===== src/sv/sorted_insert_priority_list_top_macros.svh =====
// ----------------------------------------------------------------------------
// Assertion macros for the sorted insert priority list
// Shared concurrent assertion forms, clocked on the rising edge and disabled
// during reset.
// ----------------------------------------------------------------------------
`ifndef SORTED_INSERT_PRIORITY_LIST_TOP_MACROS_SVH
`define SORTED_INSERT_PRIORITY_LIST_TOP_MACROS_SVH

// Same-cycle implication: when ante holds, cons must hold in that cycle.
`define SIPL_ASSERT_NOW(label, clk, rst, ante, cons, msg) \
   label: assert property (@(posedge clk) disable iff (rst) (ante) |-> (cons)) \
      else $error(msg);

// Next-cycle implication: when ante holds, cons must hold in the following cycle.
`define SIPL_ASSERT_NEXT(label, clk, rst, ante, cons, msg) \
   label: assert property (@(posedge clk) disable iff (rst) (ante) |=> (cons)) \
      else $error(msg);

`endif


===== src/sv/sipl_pkg.sv =====
// ----------------------------------------------------------------------------
// sipl_pkg
// Types, codes and helpers shared by the sorted insert priority list.
// ----------------------------------------------------------------------------
`timescale 1ns / 1ps
`default_nettype none

package sipl_pkg;

   // Number of entries the list can hold.
   localparam int LIST_DEPTH = 16;
   localparam int IDX_W      = (LIST_DEPTH > 1) ? $clog2(LIST_DEPTH) : 1;
   localparam int CNT_W      = $clog2(LIST_DEPTH + 1);

   // Command codes.
   localparam logic [1:0] CMD_CLEAR = 2'd0;
   localparam logic [1:0] CMD_OFFER = 2'd1;
   localparam logic [1:0] CMD_POP   = 2'd2;

   // Result status codes.
   localparam logic [2:0] STS_CLEARED = 3'd0;
   localparam logic [2:0] STS_STORED  = 3'd1;
   localparam logic [2:0] STS_IGNORED = 3'd2;
   localparam logic [2:0] STS_DROPPED = 3'd3;
   localparam logic [2:0] STS_POPPED  = 3'd4;
   localparam logic [2:0] STS_EMPTY   = 3'd5;

   typedef logic [IDX_W-1:0] idx_type;
   typedef logic [CNT_W-1:0] cnt_type;

   typedef struct packed {
      logic [1:0]         cmd;
      logic signed [31:0] offer_key;
      logic               eligible;
      logic [15:0]        offer_tag;
   } req_type;

   typedef struct packed {
      logic [2:0]         status;
      logic signed [31:0] best_key;
      logic [15:0]        best_tag;
      logic [4:0]         entry_count;
   } rsp_type;

   typedef struct packed {
      logic signed [31:0] key;
      logic [15:0]        tag;
   } entry_type;

   typedef enum logic [2:0] {
      ST_IDLE,
      ST_INS_CMP,
      ST_PLACE,
      ST_POP_WAIT,
      ST_RESP
   } state_type;

   // Physical slot of a logical list position in the circular store.
   function automatic idx_type phys_addr(input idx_type head, input idx_type pos);
      logic [IDX_W:0] sum;
      sum = {1'b0, head} + {1'b0, pos};
      if (sum >= (IDX_W+1)'(LIST_DEPTH)) begin
         sum = sum - (IDX_W+1)'(LIST_DEPTH);
      end
      return sum[IDX_W-1:0];
   endfunction

endpackage

`default_nettype wire


===== src/sv/sipl_ram.sv =====
// ----------------------------------------------------------------------------
// sipl_ram
// Generic simple dual-port RAM: one write port, one read port, registered read.
// ----------------------------------------------------------------------------
`timescale 1ns / 1ps
`default_nettype none

module sipl_ram #(
   parameter int WIDTH = 8,
   parameter int DEPTH = 16
) (
   input  logic                                  clock,
   input  logic                                  wr_en,
   input  logic [((DEPTH > 1) ? $clog2(DEPTH) : 1)-1:0] wr_addr,
   input  logic [WIDTH-1:0]                      wr_data,
   input  logic [((DEPTH > 1) ? $clog2(DEPTH) : 1)-1:0] rd_addr,
   output logic [WIDTH-1:0]                      rd_data
);

   logic [WIDTH-1:0] mem_ff [DEPTH];

   always_ff @(posedge clock) begin
      if (wr_en) begin
         mem_ff[wr_addr] <= wr_data;
      end
      rd_data <= mem_ff[rd_addr];
   end

endmodule

`default_nettype wire


===== src/sv/sorted_insert_priority_list_top.sv =====
// ----------------------------------------------------------------------------
// Sorted insert priority list
// Bounded list of keyed entries kept in descending key order, with clear,
// offer (sorted insert) and pop (remove head) commands.
// ----------------------------------------------------------------------------
//
//   Channel   Dir   Handshake               Beat contents
//   req_      in    req_valid / req_stall   cmd, offer_key, eligible, offer_tag
//   rsp_      out   rsp_valid / rsp_stall   status, best_key, best_tag, entry_count
//
// Clear, ignored offers, dropped offers and pops of an empty list go from
// accept straight to ST_RESP; a pop passes through ST_POP_WAIT for the head
// entry read. A stored offer to a non-empty list passes ST_INS_CMP, where the
// single compare unit walks the RAM from the tail one entry per cycle, then ST_PLACE.
// Reset is synchronous and empties the list; the entry RAM needs no clearing.
// req_stall is high while a command is in progress; a finished result waits
// in the output register while the next request beat is already accepted.
`timescale 1ns / 1ps
`default_nettype none
`include "sorted_insert_priority_list_top_macros.svh"

module sorted_insert_priority_list_top (
   input  logic              clock,
   input  logic              reset,
   input  logic              req_valid,
   output logic              req_stall,
   input  sipl_pkg::req_type req_data,
   output logic              rsp_valid,
   input  logic              rsp_stall,
   output sipl_pkg::rsp_type rsp_data
);

   import sipl_pkg::*;

   // Control state.
   state_type state_ff, state_in;
   idx_type   head_ff, head_in;     // physical slot of the highest entry
   cnt_type   count_ff, count_in;   // entries held
   idx_type   pos_ff, pos_in;       // logical position under compare or to fill
   logic      rsp_valid_ff, rsp_valid_in;

   // Payload registers.
   logic signed [31:0] key_ff, key_in;
   logic [15:0]        tag_ff, tag_in;
   rsp_type            res_ff, res_in;
   rsp_type            rsp_data_ff, rsp_data_in;

   // Entry RAM port signals.
   logic      ram_wr_en;
   idx_type   ram_wr_addr;
   entry_type ram_wr_data;
   idx_type   ram_rd_addr;
   entry_type ram_rd_data;

   logic req_accept;
   logic out_free;
   logic key_above;

   assign req_stall  = (state_ff != ST_IDLE);
   assign req_accept = req_valid && !req_stall;
   assign out_free   = !rsp_valid_ff || !rsp_stall;
   assign rsp_valid  = rsp_valid_ff;
   assign rsp_data   = rsp_data_ff;

   // The shared compare unit: does the offered key beat the stored entry?
   assign key_above = (key_ff > ram_rd_data.key);

   sipl_ram #(
      .WIDTH($bits(entry_type)),
      .DEPTH(LIST_DEPTH)
   ) u_entry_ram (
      .clock  (clock),
      .wr_en  (ram_wr_en),
      .wr_addr(ram_wr_addr),
      .wr_data(ram_wr_data),
      .rd_addr(ram_rd_addr),
      .rd_data(ram_rd_data)
   );

   // Next state of the sequencer.
   always_comb begin
      state_in = state_ff;
      unique case (state_ff)
         ST_IDLE: begin
            if (req_accept) begin
               priority if (req_data.cmd == CMD_OFFER && req_data.eligible &&
                            count_ff != CNT_W'(LIST_DEPTH)) begin
                  state_in = (count_ff == '0) ? ST_PLACE : ST_INS_CMP;
               end else if (req_data.cmd == CMD_POP && count_ff != '0) begin
                  state_in = ST_POP_WAIT;
               end else begin
                  state_in = ST_RESP;
               end
            end
         end
         ST_INS_CMP: begin
            if (!key_above || pos_ff == '0) begin
               state_in = ST_PLACE;
            end
         end
         ST_PLACE:    state_in = ST_RESP;
         ST_POP_WAIT: state_in = ST_RESP;
         ST_RESP: begin
            if (out_free) begin
               state_in = ST_IDLE;
            end
         end
         default:     state_in = ST_IDLE;
      endcase
   end

   // Datapath, RAM controls and result formation.
   always_comb begin
      head_in      = head_ff;
      count_in     = count_ff;
      pos_in       = pos_ff;
      key_in       = key_ff;
      tag_in       = tag_ff;
      res_in       = res_ff;
      rsp_data_in  = rsp_data_ff;
      rsp_valid_in = rsp_valid_ff && rsp_stall;
      ram_wr_en    = 1'b0;
      ram_wr_addr  = '0;
      ram_wr_data  = '0;
      ram_rd_addr  = head_ff;

      unique case (state_ff)
         ST_IDLE: begin
            if (req_accept) begin
               key_in = req_data.offer_key;
               tag_in = req_data.offer_tag;
               res_in = '{status: STS_IGNORED, best_key: '0, best_tag: '0,
                          entry_count: 5'(count_ff)};
               unique case (req_data.cmd)
                  CMD_CLEAR: begin
                     count_in = '0;
                     res_in   = '{status: STS_CLEARED, best_key: '0, best_tag: '0,
                                  entry_count: 5'd0};
                  end
                  CMD_OFFER: begin
                     if (req_data.eligible) begin
                        if (count_ff == CNT_W'(LIST_DEPTH)) begin
                           res_in.status = STS_DROPPED;
                        end else begin
                           // Start the walk at the tail entry.
                           pos_in      = (count_ff == '0) ? '0 : IDX_W'(count_ff - 1'b1);
                           ram_rd_addr = phys_addr(head_ff, IDX_W'(count_ff - 1'b1));
                        end
                     end
                  end
                  CMD_POP: begin
                     if (count_ff == '0) begin
                        res_in.status = STS_EMPTY;
                     end
                  end
                  default: begin
                     res_in.status = STS_IGNORED;
                  end
               endcase
            end
         end
         ST_INS_CMP: begin
            if (key_above) begin
               // Move the smaller entry one place toward the tail.
               ram_wr_en   = 1'b1;
               ram_wr_addr = phys_addr(head_ff, IDX_W'(pos_ff + 1'b1));
               ram_wr_data = ram_rd_data;
               if (pos_ff != '0) begin
                  pos_in      = IDX_W'(pos_ff - 1'b1);
                  ram_rd_addr = phys_addr(head_ff, IDX_W'(pos_ff - 1'b1));
               end
            end else begin
               pos_in = IDX_W'(pos_ff + 1'b1);
            end
         end
         ST_PLACE: begin
            ram_wr_en   = 1'b1;
            ram_wr_addr = phys_addr(head_ff, pos_ff);
            ram_wr_data = '{key: key_ff, tag: tag_ff};
            count_in    = CNT_W'(count_ff + 1'b1);
            res_in      = '{status: STS_STORED, best_key: '0, best_tag: '0,
                            entry_count: 5'(count_ff + 1'b1)};
         end
         ST_POP_WAIT: begin
            head_in  = phys_addr(head_ff, IDX_W'(1));
            count_in = CNT_W'(count_ff - 1'b1);
            res_in   = '{status: STS_POPPED, best_key: ram_rd_data.key,
                         best_tag: ram_rd_data.tag, entry_count: 5'(count_ff - 1'b1)};
         end
         ST_RESP: begin
            if (out_free) begin
               rsp_data_in  = res_ff;
               rsp_valid_in = 1'b1;
            end
         end
         default: begin
         end
      endcase
   end

   always_ff @(posedge clock) begin
      if (reset) begin
         state_ff     <= ST_IDLE;
         head_ff      <= '0;
         count_ff     <= '0;
         pos_ff       <= '0;
         rsp_valid_ff <= 1'b0;
      end else begin
         state_ff     <= state_in;
         head_ff      <= head_in;
         count_ff     <= count_in;
         pos_ff       <= pos_in;
         rsp_valid_ff <= rsp_valid_in;
      end
   end

   always_ff @(posedge clock) begin
      key_ff      <= key_in;
      tag_ff      <= tag_in;
      res_ff      <= res_in;
      rsp_data_ff <= rsp_data_in;
   end

   // An accepted request beat always holds off the next one, with req_stall high after it.
   `SIPL_ASSERT_NEXT(a_accept_then_busy, clock, reset, req_accept, req_stall,
                     "request accepted while busy")

   // The compare walk never points past the held entries.
   `SIPL_ASSERT_NOW(a_walk_in_range, clock, reset, state_ff == ST_INS_CMP,
                    CNT_W'(pos_ff) < count_ff, "insert walk out of range")

   // A pop removes exactly one entry.
   `SIPL_ASSERT_NEXT(a_pop_count, clock, reset, state_ff == ST_POP_WAIT,
                     count_ff == CNT_W'($past(count_ff) - 1'b1), "pop count mismatch")

   // A finished result reaches the output register once it is free.
   `SIPL_ASSERT_NEXT(a_result_loaded, clock, reset, state_ff == ST_RESP && out_free,
                     rsp_valid_ff && rsp_data_ff == $past(res_ff), "result not loaded")

endmodule

`default_nettype wire

===== config.mk =====
export PLATFORM = sky130hd
export DESIGN_NAME = sorted_insert_priority_list_top
export DESIGN_NICKNAME = d
export VERILOG_FILES = /design/src/sv/sipl_pkg.sv /design/src/sv/sipl_ram.sv /design/src/sv/sorted_insert_priority_list_top.sv
export VERILOG_INCLUDE_DIRS = /design/src /design/src/sv
export SDC_FILE = /design/constraint.sdc
export NUM_CORES = 1
export LEC_CHECK = 0
export BUFFER_PORTS_ARGS = -buffer_cell sky130_fd_sc_hd__buf_2
export CORE_ASPECT_RATIO = 0.5
export CORE_MARGIN = 2
export CORE_UTILIZATION = 30
export DETAILED_ROUTE_END_ITERATION = 10
export GPL_ROUTABILITY_DRIVEN = 0
export HOLD_SLACK_MARGIN = 0.06
export REMOVE_ABC_BUFFERS = 1
export SLEW_MARGIN = 10
export SYNTH_ARGS = -nofsm -noshare
export SYNTH_HDL_FRONTEND = slang
export SYNTH_SLANG_ARGS = --single-unit
export TNS_END_PERCENT = 1

===== constraint.sdc =====
create_clock -name clock -period 9.7 [get_ports clock]
set_input_delay 1.455 -clock clock [delete_from_list [all_inputs] [get_ports clock]]
set_output_delay 1.455 -clock clock [all_outputs]
set_load 0.01 [all_outputs]

== Word-level counts from Yosys, hierarchy flattened ==
Memory sizes are Yosys's and may differ from the RTL's. A register that Yosys moved wholly into a read port is not among the register bits.
Index checks and enable logic that the tools add are counted.

* Bitwise operators: 0
* Mux-type cells: 47
* Equality and inequality tests: 16
* $add $sub $neg: 14
* Reduce and logical (&&, ||, !) cells: 27
* $lt $le $gt $ge: 6
* $mul: 0
* Div/mod/pow operators: 0
* Shifts and indexed selects: 0

{| class="wikitable"
|+ Operators with widths
! cell !! count
|-
| one-hot mux 56 bit (3 select lines) || 1
|-
| one-hot mux 48 bit (2 select lines) || 1
|-
| two-way mux 4 bit || 19
|-
| two-way mux 56 bit || 1
|-
| two-way mux 48 bit || 1
|-
| > comparator 32 bit || 1
|-
| greater-or-equal comparator 5 bit, second input constant || 5
|-
| one-hot mux 4 bit (2 select lines) || 3
|-
| subtractor 4 x 1 -> 4 bit, second input constant || 6
|-
| adder 4 x 4 -> 5 bit || 4
|-
| two-way mux 3 bit || 6
|-
| two-way mux 5 bit || 3
|-
| one-hot mux 5 bit (3 select lines) || 1
|-
| inequality test 2 bit, second input constant || 6
|-
| one-hot mux 3 bit (4 select lines) || 1
|-
| one-hot mux 3 bit (3 select lines) || 1
|-
| two-way mux 1 bit || 7
|-
| equality test 3 x 2 -> 1 bit, second input constant || 2
|-
| AND reduction 2 bit || 3
|-
| AND reduction 3 bit || 2
|-
| AND reduction 6 bit || 1
|-
| nonzero test 3 bit || 2
|-
| adder 4 x 1 -> 5 bit, second input constant || 1
|-
| adder 5 x 1 -> 5 bit, second input constant || 1
|-
| other kinds (23) || 31
|}

* Flip-flop bits (word level): 177
* RAM bits: 768
* ROM bits: 0
* Word-level logic and storage cells: 126
* Bits in latches: 0
* Memories kept: 1

{| class="wikitable"
|+ Memory list
! memory !! words !! bits a word !! rd ports !! clocked after Yosys merged registers in !! write ports !! RTL line !! RTL
|-
| u_entry_ram.mem_ff || 16 || 48 || 1 || 1 || 1 || sipl_ram.sv:20 || <nowiki>logic [WIDTH-1:0] mem_ff [DEPTH];</nowiki>
|}

== Depth between registers and ports, before layout ==
* Depth in word-level cells: 9
* Depth in mapped cells: 15
* Mapped depth without buffers: 13

== Hierarchy ==
A second synthesis with hierarchy kept.

* Cells, all modules: 1,863
* Area, all modules: 37,882.6 um^2

{| class="wikitable"
|+ Modules (own cells, without submodules)
! module !! seq. area each (um^2) !! times used !! cells each !! area an instance (um^2)
|-
| sipl_ram || 24,023.0 || 1 || 1,242 || 29,694.7
|-
| sorted_insert_priority_list_top || 5,144.9 || 1 || 621 || 8,187.9
|}

== Worst setup path after synthesis ==
OpenSTA, ideal clock, no wires.

* Path type: input to register
* Start: input req_valid
* End: register u_entry_ram.rd_data[27] (read register of u_entry_ram.mem_ff)
* Path slack: 4.711 ns
* Required time: 9.566 ns
* Arrival: 4.855 ns
* Setup time: 0.134 ns
* Stages on the path: 10
* Path through: and2_0 nand2_1 nor2_1 a41oi_2 xor2_1 or3_4 buf_6 buf_6 o22ai_1 or4_1

* Word-level cells in the longest chain between the ends: 3

{| class="wikitable"
|+ RTL lines
! what !! RTL line !! RTL
|-
| start, declared || sorted_insert_priority_list_top.sv:25 || <nowiki>input logic req_valid,</nowiki>
|-
| logical AND 1 bit || sorted_insert_priority_list_top.sv:60 || <nowiki>assign req_accept = req_valid && !req_stall;</nowiki>
|-
| two-way mux 4 bit || sorted_insert_priority_list_top.sv:129 || <nowiki>if (req_accept) begin</nowiki>
|-
| one-hot mux 4 bit (2 select lines) || sorted_insert_priority_list_top.sv:127 || <nowiki>unique case (state_ff)</nowiki>
|-
| end, declared || sipl_ram.sv:17 || <nowiki>output logic [WIDTH-1:0] rd_data</nowiki>
|}

No other way between the ends.
A chain may end at the register's enable or synchronous reset.

== Final worst setup path ==
* Start: register key_ff[14]
* End: memory u_entry_ram.mem_ff[8][42] (netlist bit) (enable)

* Word-level cells in the longest chain between the ends: 5
* Elaborated cells between the ends (all ways): 7
* Classes of those cells: order compare (1); mux (6)

{| class="wikitable"
|+ RTL lines
! what !! RTL line !! RTL
|-
| start, declared || sorted_insert_priority_list_top.sv:43 || <nowiki>logic signed [31:0] key_ff, key_in;</nowiki>
|-
| start signal, assigned || sorted_insert_priority_list_top.sv:218 || <nowiki>key_ff <= key_in;</nowiki>
|-
| > comparator 32 bit (*) || sorted_insert_priority_list_top.sv:66 || <nowiki>assign key_above = (key_ff > ram_rd_data.key);</nowiki>
|-
| two-way mux 1 bit || sorted_insert_priority_list_top.sv:163 || <nowiki>if (key_above) begin</nowiki>
|-
| one-hot mux 1 bit (2 select lines) || sorted_insert_priority_list_top.sv:127 ||
|-
| two-way mux 1 bit || sipl_ram.sv:23 || <nowiki>if (wr_en) begin</nowiki>
|-
| two-way mux 1 bit (implied by the code) || sipl_ram.sv:24 || <nowiki>mem_ff[wr_addr] <= wr_data;</nowiki>
|-
| end, declared || sipl_ram.sv:20 ||
|}

Every way passes the cells marked *; elsewhere a longest branch is shown, timed or not.

==> results.md <==
- Fin crit share: 64.5%
- Maximum vdd drop: 0.145 mV
- Die width: 510 µm
- Hold WC Path Type: register to register
- Met3 Usage GRT: 1.93%
- # fillers: 11.8k
- # H-tree levels: 3
- DRC viols: 0
- Post-synth top flop: edfxtp_1
- Total of max-cap violations: 0
- Fmax achieved: 160 MHz
- Skew final: 62.4 ps
- WP data required: 9990 ps
- Resized cells post-CTS: 0
- Final setup viols: 0
- First-pass GRT wire length: 139 mm
- Post-CTS Setup Bufs: 0
- Setup TNS: 0 ps
- Via count: 20.4k
- Seq/Total Area, Yosys: 75.8%
- Post-route insts no fill: 4099
- Critical Path Max Stage Delay: 930 ps
- Ys async rst share: 0%
- Most used cell, CP: buf_4
- Area grow syn2layout: 15.1%
- Total Nets Final: 2431
- Row count: 92
- Slowest cell on the critical path: nor2_4
- Antenna violations before repair: 3
- Worst slack, placed: 3500 ps
- Number of I/O port buffers: 112
- Gr usage total: 14.3%
- Vias in the first global route: 20.1k
- Run status: completed
- CTS buffer count: 96
- CTS tree: done
- Worst-path clk slew: 60 ps
- Post-synthesis instance total: 2194
- I/O Pins: 113
- Sequential cell area: 29200 µm²
- CP Class: register to register
- Avg Cell Area, Syn: 17.5 µm²
- EDFF count, synth: 928
- Leakage power: 17.0 nW
- Met1 usage: 20.0%
- Final ANT Viol Nets: 0
- Hpwl dp: 48.2 mm
- Yosys cell types: 62
- Pre-antenna DRT Iters: 5
- Slew headroom: 13.7%
- GR peak layer: met2
- Arr. time, crit path: 6550 ps
- Routed wire per std cell: 23.5 µm
- Largest net degree at the start of global routing: 137
- GR Overflow Total: 0
- Clk_lat worst skew: 680 ps
- Routed vias/inst: 4.97
- Critical Path End Type: register
- Crit path time final: 6250 ps
- Met2 Use GR: 23.1%
- Final WS setup: 3450 ps
- Slew at the pin with the worst max-slew slack: 1280 ps
- Register bit total from synthesis: 993
- Max Slew Vio Count: 0
- Root Driver: clkbuf_16
- Core Box Area: 127000 µm²
- DIE AREA: 131000 µm²
- Layout cells sized above 1: 14.4%
- Power per cell area: 206 nW/µm²
- RSZ-0062 raised after global routing: no
- Drt total wl: 96.2 mm
- CP cell instances: ha_1, nand4_1, nor4_1, a221o_1, a211o_1, and3_2, buf_4, a22o_1, nand2_1, nor2_4, buf_4
- Initial DRC Count: 2138
- CTS max path bufs: 3
- Synth warn: 0
- Hold_buf cts: 0
- Clock Sinks: 993
- Final hold viol count: 0
- Inst Count DP: 3918
- Synth Cell Area: 38500 µm²
- Die Ht: 257 µm
- Area of the multi-input gates: 8590 µm²
- Initial Util: 30.4%
- CP Launch Type: register
- Worst-path fanout max: 38
cell usage in the layout (no fill, tap or decap), drive strengths merged, types with 14 or more instances in the layout:
master,instances
nor3,15
bufinv,15
o21ai,14
nand2,37
clkinv,45
o22ai,193
nor2,49
a21oi,38
buf,150
mux2i,387
or4,49
dfxtp,65
and3,51
ha,48
a22o,50
clkbuf,112
edfxtp,928
inv,46
cells in the mapped netlist, types with 5 or more instances:
cell / count / share of area (%)
edfxtp_1: 928 / 72
mux2i_1: 386 / 10
o22ai_1: 193 / 3.1
dfxtp_1: 65 / 3.4
and3_1: 51 / 0.83
a22o_1: 50 / 1.1
or4_1: 49 / 0.96
buf_4: 48 / 0.94
ha_1: 48 / 1.6
nor2_1: 48 / 0.47
inv_1: 42 / 0.41
a21oi_1: 38 / 0.49
nand2_1: 37 / 0.36
clkbuf_1: 33 / 0.32
buf_2: 24 / 0.31
nor3_1: 15 / 0.20
o21ai_0: 14 / 0.18
xnor2_1: 12 / 0.27
xor2_1: 12 / 0.27
buf_6: 8 / 0.23
nand3_1: 7 / 0.091
nand4_1: 7 / 0.11
a21o_1: 6 / 0.12
nand2b_1: 5 / 0.081
nand3b_1: 5 / 0.098
critical path, delay by kind of cell, from the launching register on:
kind	cells	cell delay (ps)
compound gates	3	890
simple gates	5	2930
buf+inv	2	1270
fa+ha+maj	1	340
flops	1	390
cell type report:
| type | count | share of cell area [%] |
|---|---|---|
| sequential | 993 | 65.9 |
| inverter | 42 | 0.356 |
| antenna | 1 | 0.00565 |
| timing repair buffer | 150 | 1.94 |
| clock inverter | 68 | 1.82 |
| clock buffer | 112 | 5.77 |
| multi-input combinational | 1041 | 19.4 |
| tap | 1692 | 4.78 |
final timing paths:
check,depth (start not counted),slack [ps],end,startpoint
worst min register to register,0,410,rsp_data[9]$_DFFE_PP_,res_ff[9]$_DFFE_PP_
worst max register to register,11,3450,u_entry_ram.mem_ff[8][42]$_DFFE_PP_,key_ff[14]$_DFFE_PP_
worst min-delay path,0,410,rsp_data[9]$_DFFE_PP_,res_ff[9]$_DFFE_PP_
worst max-delay path,11,3450,u_entry_ram.mem_ff[8][42]$_DFFE_PP_,key_ff[14]$_DFFE_PP_
sequential cells by signal, summed over array words and instances (netlist names):
signal / flops
rsp_valid: 1
tag_ff: 16
pos_ff: 4
res_ff: 56
state_ff: 3
u_entry_ram.mem_ff: 768
count_ff: 5
key_ff: 32
head_ff: 4
u_entry_ram.rd_data: 48
rsp_data: 56
power by group:
group | switching, mW | total (mW) | leakage (nW) | internal (mW)
sequential | 0.0440 | 4.79 | 8.75 | 4.75
clock | 1.63 | 3.93 | 1.65 | 2.30
combinational | 0.256 | 0.386 | 6.57 | 0.131
through the flow:
stage	hold WS, ps	total power, mW	util [%]	cell area, µm²
3_5_place_dp	405	5.28	32.3	40900
2_1_floorplan	400	5.32	-	37700
6_report	408	9.11	35.0	44300
5_1_grt	422	9.37	35.0	44300
3_3_place_gp	402	5.27	32.3	40900
4_1_cts	407	9.18	35.0	44300
kinds of logic after synthesis:
kind of cell | after synthesis | share of synthesized area (%)
buffers and inverters | 160 | 2.27
AOI/OAI and AO/OA | 325 | 5.65
xor gates and xnor gates | 24 | 0.547
muxes | 388 | 10.1
DFF | 993 | 75.8
adders and majority gates | 52 | 1.77
and+or+nand+nor | 252 | 3.81
per-layer routing:
metal	wire (µm)	vias up
li1	-	9013
met3	5790	153
met2	45600	662
met4	2350	2
met5	13	-
met1	42400	10600
(Power assumes the default switching activity.)
